--- config.mk ---
export PLATFORM = sky130hd
export DESIGN_NAME = e2q_cordic
export DESIGN_NICKNAME = d
export VERILOG_FILES = /design/src/sv/e2q_pkg.sv /design/src/sv/e2q_cordic.sv
export SDC_FILE = /design/constraint.sdc
export NUM_CORES = 2
export LEC_CHECK = 0
export BUFFER_PORTS_ARGS = -buffer_cell sky130_fd_sc_hd__buf_2
export CORE_MARGIN = 2
export CORE_UTILIZATION = 24
export CTS_BUF_LIST = sky130_fd_sc_hd__clkbuf_8
export CTS_CLUSTER_DIAMETER = 80
export DETAILED_ROUTE_END_ITERATION = 6
export PLACE_DENSITY = 0.46
export SYNTH_ARGS = -nofsm -noshare
export SYNTH_HDL_FRONTEND = slang
export SYNTH_SLANG_ARGS = --single-unit
export TNS_END_PERCENT = 20
--- constraint.sdc ---
create_clock -name clk -period 5.2 [get_ports clk]
set_clock_uncertainty 0.15 [all_clocks]
set_input_delay 1.04 -clock clk [delete_from_list [all_inputs] [get_ports clk]]
set_output_delay 1.04 -clock clk [all_outputs]
set_load 0.02 [all_outputs]
--- src/sv/e2q_pkg.sv ---
`default_nettype none
// ----------------------------------------------------------------------------
// e2q_pkg: shared types and constants of the Euler angle to quaternion block
// Holds the CORDIC arctangent table, the fixed-point widths and the lane types.
// ----------------------------------------------------------------------------
package e2q_pkg;

	localparam int RotationSteps = 16;
	localparam int AngleBits     = 16;
	localparam int AngleFrac     = AngleBits - 3;
	localparam int AtanEntries   = 24;
	localparam int Steps         = (RotationSteps > AtanEntries) ? AtanEntries : RotationSteps;
	localparam int TShift        = 30 - AngleFrac;
	localparam int ZW            = AngleBits + 2;
	localparam int XW            = 33;
	// A cosine of one rounds to 32768 in Q.15, so one bit above the 16 is kept.
	localparam int TW            = 17;
	localparam int PW            = 48;

	localparam logic signed [XW-1:0] Gain = 33'sd652032874;
	localparam logic signed [31:0] QuarterQ30 = 32'sd1686629713;
	localparam logic signed [ZW-1:0] Quarter = ZW'(QuarterQ30 >>> TShift);

	localparam logic signed [15:0] OneQ14 = 16'sd16384;

	typedef logic signed [14:0] angle_t;
	typedef logic signed [TW-1:0] trig_t;
	typedef logic signed [15:0] comp_t;
	typedef logic signed [ZW-1:0] zang_t;
	typedef logic signed [XW-1:0] vec_t;

	typedef struct packed {
		trig_t c;
		trig_t s;
	} cs_t;

	function automatic zang_t atan_at(input int i);
		logic [31:0] t;
		begin
			unique case (i)
				0: t = 32'h3243F6A8;
				1: t = 32'h1DAC6705;
				2: t = 32'h0FADBAFC;
				3: t = 32'h07F56EA6;
				4: t = 32'h03FEAB76;
				5: t = 32'h01FFD55B;
				6: t = 32'h00FFFAAA;
				7: t = 32'h007FFF55;
				8: t = 32'h003FFFEA;
				9: t = 32'h001FFFFD;
				10: t = 32'h000FFFFF;
				11: t = 32'h0007FFFF;
				12: t = 32'h0003FFFF;
				13: t = 32'h0001FFFF;
				14: t = 32'h0000FFFF;
				15: t = 32'h00007FFF;
				16: t = 32'h00003FFF;
				17: t = 32'h00001FFF;
				18: t = 32'h00000FFF;
				19: t = 32'h000007FF;
				20: t = 32'h000003FF;
				21: t = 32'h000001FF;
				22: t = 32'h000000FF;
				default: t = 32'h0000007F;
			endcase
			atan_at = ZW'(t >> TShift);
		end
	endfunction

endpackage
`default_nettype wire

--- src/sv/e2q_cordic.sv ---
`default_nettype none
// ----------------------------------------------------------------------------
// e2q_cordic: pipelined rotation-mode CORDIC lane
// Gives the rounded cosine and sine of half of one input angle.
// ----------------------------------------------------------------------------
module e2q_cordic (
	input  wire              clk,
	input  wire              en,
	input  e2q_pkg::angle_t  angle,
	output e2q_pkg::cs_t     cs
);
	import e2q_pkg::*;

	vec_t  x_q [Steps+1];
	vec_t  y_q [Steps+1];
	zang_t z_q [Steps+1];
	zang_t z0;

	// Halving the Q3.12 angle gives a half angle with 13 fraction bits.
	always_comb begin
		if (AngleFrac >= 13)
			z0 = zang_t'(angle) <<< (AngleFrac - 13);
		else
			z0 = zang_t'(angle) >>> (13 - AngleFrac);
	end

	always_ff @(posedge clk) begin
		if (en) begin
			if (z0 > Quarter) begin
				x_q[0] <= '0;
				y_q[0] <= Gain;
				z_q[0] <= z0 - Quarter;
			end else if (z0 < -Quarter) begin
				x_q[0] <= '0;
				y_q[0] <= -Gain;
				z_q[0] <= z0 + Quarter;
			end else begin
				x_q[0] <= Gain;
				y_q[0] <= '0;
				z_q[0] <= z0;
			end
		end
	end

	for (genvar i = 0; i < Steps; i++) begin : g_step
		always_ff @(posedge clk) begin
			if (en) begin
				if (!z_q[i][ZW-1]) begin
					x_q[i+1] <= x_q[i] - (y_q[i] >>> i);
					y_q[i+1] <= y_q[i] + (x_q[i] >>> i);
					z_q[i+1] <= z_q[i] - atan_at(i);
				end else begin
					x_q[i+1] <= x_q[i] + (y_q[i] >>> i);
					y_q[i+1] <= y_q[i] - (x_q[i] >>> i);
					z_q[i+1] <= z_q[i] + atan_at(i);
				end
			end
		end
	end

	vec_t xr, yr;
	assign xr = (x_q[Steps] + vec_t'(16384)) >>> 15;
	assign yr = (y_q[Steps] + vec_t'(16384)) >>> 15;

	always_ff @(posedge clk) begin
		if (en) begin
			cs.c <= xr[TW-1:0];
			cs.s <= yr[TW-1:0];
		end
	end
endmodule
`default_nettype wire

==> flow_summary_export.csv <==
group,metric,value,unit
status,result_of_the_run,"finished clean",
synthesis,synth.cell_area,111000,sq um
timing,timing.final.hold_violations,0,
synthesis,top_area_cells_in_the_synthesized_netlist,"edfxtp_1, ha_1, xnor2_1",
critical_path,reg2regPathDepth,17,
final_layout,nets,14247,
clocking,path_clk_slew,60,ps
clocking,cts_made_buffers,271,
floorplan,die_x_extent,685,um
drt,violation_count_after_the_first_detailed_routing_iteration,5846,
synthesis,syn-num-nets,13074,
timing,slew_of_the_pin_with_the_lowest_slew_margin,976,ps
global_routing,grt_pass1_wl,518000,um
drt,dr.pass1.iters,6,
final_layout,ratio_of_cells_with_drive_above_1_in_the_final_layout,0.129,
clocking,cts.root.buffer_cell,"clkbuf_8",
synthesis,synth-seq-area-share,0.347,
clocking,clkSinkCount,1289,
synthesis,synth_top_area_frac,0.347,
drt,detail_route.drc_violations,0,
floorplan,initial_utilization,0.241,
final_layout,layout_overhead_on_the_synthesized_area,19.1,%
synthesis,yosysMostFrequentCell,"edfxtp_1",
final_layout,n_fill_cell,49362,
timing,clock.fmax,200,MHz
synthesis,synthArstFlopShare,0,
synthesis,synth_flop_cell,"edfxtp_1",
drt,detail_route.vias_per_cell,4.71,
timing,setup_repair_after_global_routing_missed_its_margin,"yes",
synthesis,synthesis.instances,11801,
placement,portBuffers,50,
clocking,cts-hold-fix-buffers,0,
synthesis,synth_area_per_inst,9.44,sq um
synthesis,synth_edf_count,1289,
critical_path,timing.reg2reg.setup_slack,190,ps
placement,dpl.cell_count,18874,
clocking,tritoncts,"done",
timing,timing.final.setup_violations,0,
drt,via_count,91115,
synthesis,synth_cell_type_count,93,
timing,slew_viol_final,0,
drt,antenna_violating_nets_post_route,0,
min_path,timing.hold.worst.start,"angle[5]",
critical_path,startpoint_type,"register",
global_routing,number_of_global_route_vias_before_repair,89466,
global_routing,grt_use_total,0.137,
clocking,clock_tree.htree_level_count,5,
critical_path,timing.critical_path.arrival,5540,ps
min_path,hold_path_class,"in -> reg",
critical_path,worstReg2RegStart,"x_q[11][23]",
floorplan,placementRows,250,
timing,timing.max_slew.rel_slack,0.346,
global_routing,global_route.overflow_total,0,
floorplan,core,463000,sq um
critical_path,worst_ep_required_time,5730,ps
floorplan,die_area,470000,sq um
synthesis,yosys_warnings,0,
drt,detail_route.wl_per_cell,17.0,um
critical_path,endpoint_kind,"register",
critical_path,worst-setup-path-type,"reg -> reg",
global_routing,pin_count_of_the_biggest_net_entering_global_routing,155,
synthesis,ys_ff_latch,1289,
floorplan,die_y_extent,685,um
timing,final_min_period_over_clock_period,0.963,
flow_run,drv.max_cap_violation_count,0,
timing,hold-worst-slack,189,ps
timing,layout_min_cycle_time,5010,ps
drt,drt-total-wl,330000,um
min_path,min_path_cells,2,
synthesis,synthTopCellsByCount,"edfxtp_1, ha_1, a21oi_1",
global_routing,grt_antenna_before_repair,17,
clocking,worst_skew_pair.late_latency,1080,ps
critical_path,worst_r2r_endpoint,"y_q[12][32]",
floorplan,boundaryPins,51,
min_path,hold_end,"z_q[0][5]",
synthesis,synth_top_area_cell,"edfxtp_1",
final_layout,final_util,0.287,
critical_path,cp_max_fo,2,
placement,post-dp-hpwl,267000,um
clocking,clk_path_buf_depth,4,
placement,gpl.final_weighted_congestion,0.864,
final_layout,final-instance-count-excl-fill,19358,
==> layout by cell type, fill, tap and decap left out, types with 59 or more instances in the layout <==
master / instances
a211oi_1: 101
o21bai_1: 132
nand2_1: 749
mux2i_1: 73
and3_1: 126
nor2b_1: 133
nor3_1: 270
a21o_1: 528
nand4_1: 102
o21a_1: 147
ha_1: 1217
o21ai_0: 672
a21oi_1: 1169
edfxtp_1: 1289
clkbuf_8: 276
nor2_1: 910
and2_1: 59
inv_1: 547
xor2_1: 640
xnor2_1: 1067
a21boi_0: 68
a31oi_1: 112
o31ai_1: 144
or3_1: 67
nand2b_1: 153
nand3_1: 206
buf_4: 1075
clkinv_1: 62
nor4_1: 94
o41ai_1: 61
==> state kept, by name, summed over array words and instances, names as in the netlist <==
register	count
y_q	513
x_q	507
z_q	235
cs	34
==> worst max-delay path by stage <==
stage / startpoint / to / slack (ps) / depth (start not counted)
2_1_floorplan: en / x_q[14][27] / -80 / 17
3_3_place_gp: en / x_q[15][29] / -380 / 17
3_5_place_dp: en / x_q[15][29] / -270 / 17
4_1_cts: x_q[10][16] / y_q[11][31] / 4 / 19
5_1_grt: y_q[2][3] / x_q[3][31] / -60 / 19
6_report: x_q[11][23] / y_q[12][32] / 190 / 17
==> final cells by class <==
cell class,count,area [sq um],share of cell area
antenna,4,10.0,0.0000754
clock buffer,276,3800,0.0286
clock inverter,203,1550,0.0117
inverter,498,1870,0.0141
multi-input combinational,9768,70300,0.530
sequential,1289,38700,0.292
tap,6174,7720,0.0582
timing repair buffer,1146,8760,0.0660
==> kinds of logic (layout without fill, tap and decap cells) <==
kind of cell             count (synthesis)  after routing  synth area share
buffers and inverters                  744           2123            0.0252
XOR/XNOR                              1708           1708             0.134
flip-flops                            1289           1289             0.347
AO/OA/AOI/OAI                         3552           3552             0.202
multiplexers                           119            119            0.0113
AND/OR/NAND/NOR                       3133           3133             0.136
other                                    0              4                 0
adder cells (fa/ha/maj)               1256           1256             0.144
==> metrics by stage <==
stage	TNS, ps	worst slack, ps	cell area, sq um
after global routing	-190	-63.9	133000
after CTS	0	4.33	132000
after floorplan	-255	-77.0	111000
after detailed placement	-1950	-273	127000
after global placement	-3010	-379	127000
final	0	192	133000
==> worst max-delay path: stages (launching register included) <==
cell,delay [ps]
edfxtp_1,440
or4_4,560
or3_1,350
or2_2,320
o31ai_4,220
xor2_2,240
buf_4,150
ha_1,230
a21o_1,180
a21o_1,190
a21oi_2,150
o21ai_0,90
nand3_1,90
a21oi_1,80
a2111o_1,330
a221o_1,330
or4_1,390
and3_1,180
==> layer usage <==
metal	global-route usage	routed length, um	up-vias
li1	-	-	46321
met1	0.190	162000	42997
met2	0.225	148000	1406
met3	0.0174	12800	385
met4	0.0303	6880	6
met5	0	36	-
==> timing repair <==
action                                  in CTS  in global routing
pin swaps                                    2                 12
setup buffers                                0                  1
endpoints found under the hold margin        0                  0
gates resized for setup                      4                 62
endpoints found under the setup margin       6                 59
Power is left out: the tool's default activity adds up to more than one toggle a clock period on the data nets, which glitch-free logic cannot reach.
